--- config.mk ---
export PLATFORM = sky130hd
export DESIGN_NAME = copy_alias_tracker
export DESIGN_NICKNAME = d
export VERILOG_FILES = /design/src/hdl/cat_pkg.sv /design/src/hdl/cat_ctrl.sv /design/src/hdl/cat_dpath.sv /design/src/hdl/copy_alias_tracker.sv
export SDC_FILE = /design/constraint.sdc
export NUM_CORES = 2
export LEC_CHECK = 0
export ABC_AREA = 1
export BUFFER_PORTS_ARGS = -buffer_cell sky130_fd_sc_hd__buf_2
export CAP_MARGIN = 20
export CELL_PAD_IN_SITES_DETAIL_PLACEMENT = 1
export CELL_PAD_IN_SITES_GLOBAL_PLACEMENT = 1
export CORE_UTILIZATION = 45
export CTS_BUF_LIST = sky130_fd_sc_hd__clkbuf_4
export CTS_CLUSTER_DIAMETER = 40
export DETAILED_ROUTE_END_ITERATION = 10
export GPL_TIMING_DRIVEN = 1
export PLACE_DENSITY = 0.82
export SETUP_SLACK_MARGIN = 0.2
export SLEW_MARGIN = 0
export SYNTH_ARGS = -nofsm -noshare
export SYNTH_HDL_FRONTEND = slang
export SYNTH_SLANG_ARGS = --single-unit
--- constraint.sdc ---
create_clock -name aclk -period 7.55 [get_ports aclk]
set_clock_uncertainty 0.15 [all_clocks]
set_input_delay 0.755 -clock aclk [delete_from_list [all_inputs] [get_ports aclk]]
set_output_delay 0.755 -clock aclk [all_outputs]
set_load 0.005 [all_outputs]
--- src/hdl/cat_pkg.sv ---
`default_nettype none
// ----------------------------------------------------------------------------
// cat_pkg
// Types and constants shared by the copy alias tracker modules.
// ----------------------------------------------------------------------------
package cat_pkg;

    localparam int REG_W     = 8;
    localparam int SIZE_W    = 4;
    localparam int REG_SPACE = 1 << REG_W;

    typedef enum logic [1:0] {
        ACT_USE     = 2'd0,
        ACT_DEFINE  = 2'd1,
        ACT_COPY    = 2'd2,
        ACT_BARRIER = 2'd3
    } action_t;

    typedef enum logic [3:0] {
        ST_IDLE,
        ST_LOOK,
        ST_LOOK_WAIT,
        ST_SCAN,
        ST_DRAIN,
        ST_WALK,
        ST_WALK_WAIT,
        ST_RECORD,
        ST_CLEAR,
        ST_DONE
    } state_t;

    typedef enum logic [1:0] {
        RD_LOOK,
        RD_SCAN,
        RD_WALK
    } rd_sel_t;

    typedef struct packed {
        logic    capture;
        logic    look_latch;
        logic    scan_step;
        logic    walk_init;
        logic    walk_step;
        logic    walk_load;
        logic    record;
        logic    clear_all;
        logic    out_load;
        rd_sel_t rd_sel;
    } cmd_t;

    typedef struct packed {
        action_t action;
        logic    scan_last;
        logic    rec_ok;
        logic    walk_go;
        logic    out_free;
    } status_t;

endpackage
`default_nettype wire

--- src/hdl/cat_ctrl.sv ---
`default_nettype none
// ----------------------------------------------------------------------------
// cat_ctrl
// Sequencer for lookup, table scan, root walk, record, barrier clear and output handoff.
// ----------------------------------------------------------------------------
module cat_ctrl (
    input  wire logic             aclk,
    input  wire logic             aresetn,
    input  wire logic             s_valid,
    output logic                  s_ready,
    input  wire logic [1:0]       s_action,
    input  wire cat_pkg::status_t status,
    output cat_pkg::cmd_t         cmd
);

    cat_pkg::state_t state_reg;
    cat_pkg::state_t state_next;

    always_ff @(posedge aclk) begin
        if (!aresetn) begin
            state_reg <= cat_pkg::ST_IDLE;
        end else begin
            state_reg <= state_next;
        end
    end

    always_comb begin
        state_next = state_reg;
        case (state_reg)
            cat_pkg::ST_IDLE: begin
                if (s_valid) begin
                    case (cat_pkg::action_t'(s_action))
                        cat_pkg::ACT_USE:    state_next = cat_pkg::ST_LOOK;
                        cat_pkg::ACT_COPY:   state_next = cat_pkg::ST_LOOK;
                        cat_pkg::ACT_DEFINE: state_next = cat_pkg::ST_SCAN;
                        default:             state_next = cat_pkg::ST_CLEAR;
                    endcase
                end
            end
            cat_pkg::ST_LOOK: state_next = cat_pkg::ST_LOOK_WAIT;
            cat_pkg::ST_LOOK_WAIT: begin
                if (status.action == cat_pkg::ACT_USE) begin
                    state_next = cat_pkg::ST_DONE;
                end else begin
                    state_next = cat_pkg::ST_SCAN;
                end
            end
            cat_pkg::ST_SCAN: begin
                if (status.scan_last) begin
                    state_next = cat_pkg::ST_DRAIN;
                end
            end
            cat_pkg::ST_DRAIN: begin
                if (status.action == cat_pkg::ACT_COPY && status.rec_ok) begin
                    state_next = cat_pkg::ST_WALK;
                end else begin
                    state_next = cat_pkg::ST_DONE;
                end
            end
            cat_pkg::ST_WALK: begin
                if (status.walk_go) begin
                    state_next = cat_pkg::ST_WALK_WAIT;
                end else begin
                    state_next = cat_pkg::ST_RECORD;
                end
            end
            cat_pkg::ST_WALK_WAIT: state_next = cat_pkg::ST_WALK;
            cat_pkg::ST_RECORD:    state_next = cat_pkg::ST_DONE;
            cat_pkg::ST_CLEAR:     state_next = cat_pkg::ST_DONE;
            cat_pkg::ST_DONE: begin
                if (status.out_free) begin
                    state_next = cat_pkg::ST_IDLE;
                end
            end
            default: state_next = cat_pkg::ST_IDLE;
        endcase
    end

    always_comb begin
        cmd     = '0;
        s_ready = 1'b0;
        cmd.rd_sel = cat_pkg::RD_SCAN;
        case (state_reg)
            cat_pkg::ST_IDLE: begin
                s_ready     = 1'b1;
                cmd.capture = s_valid;
            end
            cat_pkg::ST_LOOK:      cmd.rd_sel = cat_pkg::RD_LOOK;
            cat_pkg::ST_LOOK_WAIT: cmd.look_latch = 1'b1;
            cat_pkg::ST_SCAN: begin
                cmd.rd_sel    = cat_pkg::RD_SCAN;
                cmd.scan_step = 1'b1;
            end
            cat_pkg::ST_DRAIN:     cmd.walk_init = 1'b1;
            cat_pkg::ST_WALK: begin
                cmd.rd_sel    = cat_pkg::RD_WALK;
                cmd.walk_step = status.walk_go;
            end
            cat_pkg::ST_WALK_WAIT: cmd.walk_load = 1'b1;
            cat_pkg::ST_RECORD:    cmd.record = 1'b1;
            cat_pkg::ST_CLEAR:     cmd.clear_all = 1'b1;
            cat_pkg::ST_DONE:      cmd.out_load = status.out_free;
            default: cmd = '0;
        endcase
    end

endmodule
`default_nettype wire

--- src/hdl/cat_dpath.sv ---
`default_nettype none
// ----------------------------------------------------------------------------
// cat_dpath
// Alias table (root memory plus valid flops), item registers, scan index,
// root walk pointer and output register.
// ----------------------------------------------------------------------------
module cat_dpath #(
    parameter int NUM_REGS = 256
) (
    input  wire logic                        aclk,
    input  wire logic                        aresetn,
    input  wire cat_pkg::cmd_t               cmd,
    output cat_pkg::status_t                 status,
    input  wire logic [1:0]                  s_action,
    input  wire logic [cat_pkg::REG_W-1:0]   s_reg_id,
    input  wire logic [cat_pkg::REG_W-1:0]   s_src_id,
    input  wire logic                        s_dst_float,
    input  wire logic                        s_src_float,
    input  wire logic [cat_pkg::SIZE_W-1:0]  s_dst_size,
    input  wire logic [cat_pkg::SIZE_W-1:0]  s_src_size,
    output logic                             m_valid,
    input  wire logic                        m_ready,
    output logic [cat_pkg::REG_W-1:0]        m_reg_out,
    output logic                             m_replaced,
    output logic                             m_any_changed
);

    localparam int TBL_DEPTH = (NUM_REGS < cat_pkg::REG_SPACE) ? NUM_REGS : cat_pkg::REG_SPACE;
    localparam int IDX_W     = $clog2(TBL_DEPTH);
    localparam int STEP_W    = $clog2(NUM_REGS + 1);

    function automatic logic in_tbl(input logic [cat_pkg::REG_W-1:0] r);
        return (32'(r) < NUM_REGS);
    endfunction

    logic [cat_pkg::REG_W-1:0] root_mem [TBL_DEPTH];
    logic [TBL_DEPTH-1:0]      valid_reg;
    logic [cat_pkg::REG_W-1:0] rd_data_reg;
    logic [IDX_W-1:0]          rd_addr;

    cat_pkg::action_t          action_reg;
    logic [cat_pkg::REG_W-1:0] dst_reg;
    logic [cat_pkg::REG_W-1:0] src_reg;
    logic                      rec_ok_reg;
    logic [cat_pkg::REG_W-1:0] result_reg;
    logic                      hit_reg;
    logic                      changed_reg;
    logic [IDX_W-1:0]          idx_reg;
    logic [IDX_W-1:0]          idx_d_reg;
    logic                      cmp_pend_reg;
    logic [cat_pkg::REG_W-1:0] root_reg;
    logic [STEP_W-1:0]         steps_reg;
    logic                      m_valid_reg;

    logic [cat_pkg::REG_W-1:0] look_id;
    logic                      look_hit;
    logic                      own_clr;
    logic                      cmp_hit;
    logic                      rec_do;

    assign look_id  = (action_reg == cat_pkg::ACT_USE) ? dst_reg : src_reg;
    assign look_hit = in_tbl(look_id) && valid_reg[look_id[IDX_W-1:0]];
    assign own_clr  = cmd.scan_step && (idx_reg == '0) && in_tbl(dst_reg);
    assign cmp_hit  = cmp_pend_reg && valid_reg[idx_d_reg] && (rd_data_reg == dst_reg);
    assign rec_do   = cmd.record && (root_reg != dst_reg) && in_tbl(dst_reg);

    always_comb begin
        case (cmd.rd_sel)
            cat_pkg::RD_LOOK: rd_addr = look_id[IDX_W-1:0];
            cat_pkg::RD_WALK: rd_addr = root_reg[IDX_W-1:0];
            default:          rd_addr = idx_reg;
        endcase
    end

    // root memory
    always_ff @(posedge aclk) begin
        rd_data_reg <= root_mem[rd_addr];
        if (rec_do) begin
            root_mem[dst_reg[IDX_W-1:0]] <= root_reg;
        end
    end

    // valid marks
    always_ff @(posedge aclk) begin
        if (!aresetn || cmd.clear_all) begin
            valid_reg <= '0;
        end else begin
            if (own_clr) begin
                valid_reg[dst_reg[IDX_W-1:0]] <= 1'b0;
            end
            if (cmp_hit) begin
                valid_reg[idx_d_reg] <= 1'b0;
            end
            if (rec_do) begin
                valid_reg[dst_reg[IDX_W-1:0]] <= 1'b1;
            end
        end
    end

    // item registers, scan and walk
    always_ff @(posedge aclk) begin
        if (cmd.capture) begin
            action_reg <= cat_pkg::action_t'(s_action);
            dst_reg    <= s_reg_id;
            src_reg    <= s_src_id;
            rec_ok_reg <= !s_dst_float && !s_src_float && (s_dst_size == s_src_size);
            result_reg <= s_reg_id;
            hit_reg    <= 1'b0;
            idx_reg    <= '0;
        end
        if (cmd.look_latch) begin
            hit_reg    <= look_hit;
            result_reg <= look_hit ? rd_data_reg : look_id;
        end
        if (cmd.scan_step) begin
            idx_reg   <= idx_reg + 1'b1;
            idx_d_reg <= idx_reg;
        end
        if (cmd.walk_init) begin
            root_reg  <= result_reg;
            steps_reg <= '0;
        end
        if (cmd.walk_step) begin
            steps_reg <= steps_reg + 1'b1;
        end
        if (cmd.walk_load) begin
            root_reg <= rd_data_reg;
        end
    end

    always_ff @(posedge aclk) begin
        if (!aresetn) begin
            cmp_pend_reg <= 1'b0;
            changed_reg  <= 1'b0;
            m_valid_reg  <= 1'b0;
        end else begin
            cmp_pend_reg <= cmd.scan_step;
            if (cmd.look_latch && look_hit) begin
                changed_reg <= 1'b1;
            end
            if (cmd.out_load) begin
                m_valid_reg <= 1'b1;
            end else if (m_ready) begin
                m_valid_reg <= 1'b0;
            end
        end
    end

    // output register
    always_ff @(posedge aclk) begin
        if (cmd.out_load) begin
            m_reg_out     <= result_reg;
            m_replaced    <= hit_reg;
            m_any_changed <= changed_reg;
        end
    end

    assign m_valid = m_valid_reg;

    always_comb begin
        status.action    = action_reg;
        status.scan_last = (idx_reg == IDX_W'(TBL_DEPTH - 1));
        status.rec_ok    = rec_ok_reg;
        status.walk_go   = (32'(steps_reg) < NUM_REGS) && in_tbl(root_reg)
                           && valid_reg[root_reg[IDX_W-1:0]];
        status.out_free  = !m_valid_reg || m_ready;
    end

endmodule
`default_nettype wire

--- src/hdl/copy_alias_tracker.sv ---
`default_nettype none
// ----------------------------------------------------------------------------
// copy_alias_tracker
// Alias table for local copy propagation over register numbers.
//
//   channel  dir  handshake         payload
//   s_       in   s_valid/s_ready   action reg_id src_id dst_float src_float
//                                   dst_size src_size
//   m_       out  m_valid/m_ready   reg_out replaced any_changed
//
// One item at a time. Defines and copies scan min(NUM_REGS, 256) entries of
// the root memory through its single read port, one entry a cycle; a copy
// that can be recorded then takes walk steps along the root chain.
// Reset clears the valid flops at once; no clearing pass.
// A result held on m_ stalls only the handoff of the next finished item.
// ----------------------------------------------------------------------------
module copy_alias_tracker #(
    parameter int NUM_REGS = 256
) (
    input  wire logic                        aclk,
    input  wire logic                        aresetn,
    input  wire logic                        s_valid,
    output logic                             s_ready,
    input  wire logic [1:0]                  s_action,
    input  wire logic [cat_pkg::REG_W-1:0]   s_reg_id,
    input  wire logic [cat_pkg::REG_W-1:0]   s_src_id,
    input  wire logic                        s_dst_float,
    input  wire logic                        s_src_float,
    input  wire logic [cat_pkg::SIZE_W-1:0]  s_dst_size,
    input  wire logic [cat_pkg::SIZE_W-1:0]  s_src_size,
    output logic                             m_valid,
    input  wire logic                        m_ready,
    output logic [cat_pkg::REG_W-1:0]        m_reg_out,
    output logic                             m_replaced,
    output logic                             m_any_changed
);

    cat_pkg::cmd_t    cmd;
    cat_pkg::status_t status;

    cat_ctrl u_ctrl (
        .aclk     (aclk),
        .aresetn  (aresetn),
        .s_valid  (s_valid),
        .s_ready  (s_ready),
        .s_action (s_action),
        .status   (status),
        .cmd      (cmd)
    );

    cat_dpath #(
        .NUM_REGS (NUM_REGS)
    ) u_dpath (
        .aclk          (aclk),
        .aresetn       (aresetn),
        .cmd           (cmd),
        .status        (status),
        .s_action      (s_action),
        .s_reg_id      (s_reg_id),
        .s_src_id      (s_src_id),
        .s_dst_float   (s_dst_float),
        .s_src_float   (s_src_float),
        .s_dst_size    (s_dst_size),
        .s_src_size    (s_src_size),
        .m_valid       (m_valid),
        .m_ready       (m_ready),
        .m_reg_out     (m_reg_out),
        .m_replaced    (m_replaced),
        .m_any_changed (m_any_changed)
    );

endmodule
`default_nettype wire

==> summary.md <==
| Metric | Value |
|---|---|
| Clk pwr share | `23.8%` |
| Max Cap Viol | `0` |
| Setup crit end kind | `register` |
| Final Instance Area | `about 0.13 mm2` |
| Final TNS setup | `0 ns` |
| Layout Cells excl Fill | `16471` |
| Area post-placement | `0.117 mm2` |
| HP Start | `aresetn` |
| FFs w/ async S/R, synth | `0%` |
| RSZ-0062 raised after global routing | `false` |
| # rows | `184` |
| WS Path Type | `reg2reg` |
| P_int | `0.0259 W` |
| Lkg Pwr | `50.4 nW` |
| Worst Hold End | `u_ctrl.state_reg[3]` |
| # Post-CTS Setup Buffers | `0` |
| Least-Margin Pin Slew | `1.41 ns` |
| Share of the synthesized area in the top cell type | `a little under three fifths` |
| Fmax | `157 MHz` |
| Die H | `~510 um` |
| Post-route ant nets | `0` |
| GRT Resource Usage Total | `34.2%` |
| Crit path DAT | `7.54 ns` |
| Global-route wire length before repair | `659000 um` |
| Crit path max fanout | `123` |
| Number of flip-flops in the largest register | `2048` |
| Fin. Hold Viols | `0` |
| Drt wl/cell | `27.3 um` |
| DR pass1 iterations | `9` |
| Via/cell ratio | `6.04` |
| Area of the core | `between 0.2 and 0.3 mm2` |
| Top cells by area, synth | `edfxtp_1, nand3_1, nand2_1` |
| Die Wd | `roughly 500 um` |
| Seq cells post-synth | `2390` |
| Detail Placement HPWL | `between 200000 and 300000 um` |
| Setup violators final | `0` |
| Share of cells above drive strength 1 | `9.62%` |
| Post-synth EDFFs | `2119` |
| Reg-to-reg endpoint | `u_dpath.rd_data_reg[7]` |
| Layout net count | `12698` |
| GPL Wtd Cong | `roughly 0.95` |
| Number of CTS-inserted buffers | `634` |
| RR Startpoint | `u_dpath.action_reg[1]` |
| Syn_nets | `12618` |
| Yosys cell types | `40` |
| H-tree Lvls | `6` |
| Dominant register cell in the synthesized netlist | `edfxtp_1` |
| Syn Area/Cell | `9.11 um2` |
| Synth Cell Area | `0.115 mm2` |
| Antenna violations before repair | `19` |
| Slew margin rel. | `~5.7%` |
| Area overhead of the layout relative to synthesis | `9.83%` |
| DP Cell Count | `15312` |
| Clock Sinks | `2390` |
| Min Tclk post-route | `6.39 ns` |
| Hold Crit Depth | `4` |
| Clock buffer depth | `4` |
| Initial core utilization | `between 40% and 50%` |
| Top cell types by occurrence after synthesis | `nand2_1, nand3_1, edfxtp_1` |
| Pwr dens | `around 390 mW/mm2` |
| Count leader, synth | `nand2_1` |
| Pre-CTS WS | `1.40 ns` |
| Worst r2r path cells | `18` |
| CP required | `8.70 ns` |
| Hold Crit Class | `in2reg` |
| Comb pwr share | `46.3%` |
| Clk slew on worst S/H paths | `0.07 ns` |
| Sw power | `between 0.02 and 0.025 W` |
| Sequential power share | `29.9%` |
| Post-synthesis sequential area ratio | `60.2%` |
| DRC | `0` |
| Largest area contributor in the netlist | `edfxtp_1` |
| Reg area | `0.0691 mm2` |
| Grt total ovfl | `0` |
| Cts repair resizes | `0` |
| CTS Hold Bufs | `48` |
| Largest net degree at the start of global routing | `~200` |
| Final period util | `84.6%` |
| Nature of the critical path startpoint | `register` |
| Area of the multi-input gates | `0.0350 mm2` |
| Slew Viols, Final | `0` |
| PnR worst setup slack | `1.16 ns` |
| Vias in the first global route | `103404` |
| Clock latency on the worst-skew pair | `roughly 1.5 ns` |
| CTS tree | `built` |
| DR vias | `99476` |
| Ys Warns | `0` |
| Total Wirelength | `449000 um` |
| DRT iter0 DRCs | `roughly 13000` |
| Root Driver | `clkbuf_4` |
| Die area | `0.257 mm2` |
| IO Pins | `44` |
| Cell count after synthesis | `about 13000` |
| Max VDD drop | `769 uV` |
| Status | `finished, final reports clean` |
| Switching share of power | `47.5%` |
| Fillers | `29171` |
| R2r setup slk | `about 1.2 ns` |
| Port buffer count | `43` |
[layout make-up]
cell class              instances  share of cell area (%)
clock buffers                 910                    5.42
well taps                    3348                    3.33
inverters                    1904                    5.70
diodes                          9                  0.0179
clock inverters               177                   0.881
repair buffers                268                    2.05
flip-flops and latches       2390                    54.8
multi-input cells            7465                    27.8
[critical path, cell delays in order (launching register included)]
cell      delay, ns
edfxtp_1       0.42
inv_1          0.08
nand2_1        0.19
nand2_2        0.29
nand2_4        0.48
nand2_4        0.54
nand2_8        0.37
inv_8          0.88
buf_4          0.49
buf_4          0.42
nand2_1        0.10
nand3_1        0.09
nand3_1        0.11
nand3_1        0.13
nand3_1        0.22
nand3_1        0.17
nand3_1        0.49
nand3_1        0.31
nand2_1        0.09
[logic make-up after synthesis]
logic type	share of synthesized area, %
compound gates	5.43
xor+xnor	0.0840
fa+ha+maj	0.0327
buf+inv	9.48
flops	60.2
simple gates	24.7
[power by group through the flow]
| stage | registers, W | clock network (W) | logic, W |
|---|---|---|---|
| after global routing | 0.0147 | 0.0124 | 0.0240 |
| final | 0.0147 | 0.0117 | 0.0228 |
| after floorplan | 0.0149 | 0 | 0.0135 |
| after CTS | 0.0147 | 0.0118 | 0.0222 |
| after detailed placement | 0.0150 | 0 | 0.0220 |
| after global placement | 0.0150 | 0 | 0.0212 |
[per-layer routing]
metal	vias to the layer above	global-route usage (%)	part of all wire, %
met5	-	0	0.030
met4	20	20.8	6.5
met3	1626	9.00	11
met2	6231	52.7	45
met1	49308	43.2	38
li1	42291	-	-
[worst max-delay path by stage]
stage	startpoint	to	slack, ns	depth (start not counted)
finish	u_dpath.action_reg[1]	u_dpath.rd_data_reg[7]	1.16	18
global route	u_dpath.action_reg[1]	u_dpath.rd_data_reg[7]	1.13	18
CTS	u_dpath.action_reg[1]	u_dpath.rd_data_reg[7]	1.35	18
detailed placement	u_dpath.action_reg[1]	u_dpath.rd_data_reg[7]	1.40	18
global placement	u_dpath.action_reg[0]	u_dpath.rd_data_reg[7]	1.56	18
floorplan	u_dpath.root_reg[0]	u_dpath.steps_reg[0]	1.36	15
[layout by cell type (no fill, tap or decap), types with 7 or more instances in the layout]
master,Yosys,routed
inv_6,0,7
clkinv_4,0,11
a21oi_1,520,516
nand2_2,8,18
inv_1,1892,1877
nand3b_1,336,336
inv_2,8,20
clkinv_1,4,122
buf_2,388,44
dfxtp_1,271,271
nor3_1,7,7
o21ai_0,136,135
nor2_1,668,662
edfxtp_1,2119,2119
inv_8,0,8
buf_12,0,33
xor2_1,10,10
nand4_1,10,10
o22ai_1,8,8
a22oi_1,124,124
o21ai_1,10,9
buf_6,0,8
dlygate4sd3_1,0,48
diode_2,0,9
clkinv_2,0,18
nand2_1,2985,2968
clkbuf_4,0,910
buf_4,39,125
o211ai_1,240,240
nand3_1,2371,2371
bufinv_16,0,10
[metrics by stage]
stage	hold WS [ns]	util, %	total power, W
CTS	0.0332	49.8	0.0486
detailed placement	0.269	46.5	0.0370
finish	0.209	49.9	0.0493
global route	0.197	49.9	0.0511
global placement	0.273	46.4	0.0362
floorplan	0.250	-	0.0284
Power figures use the tool's default switching activity.
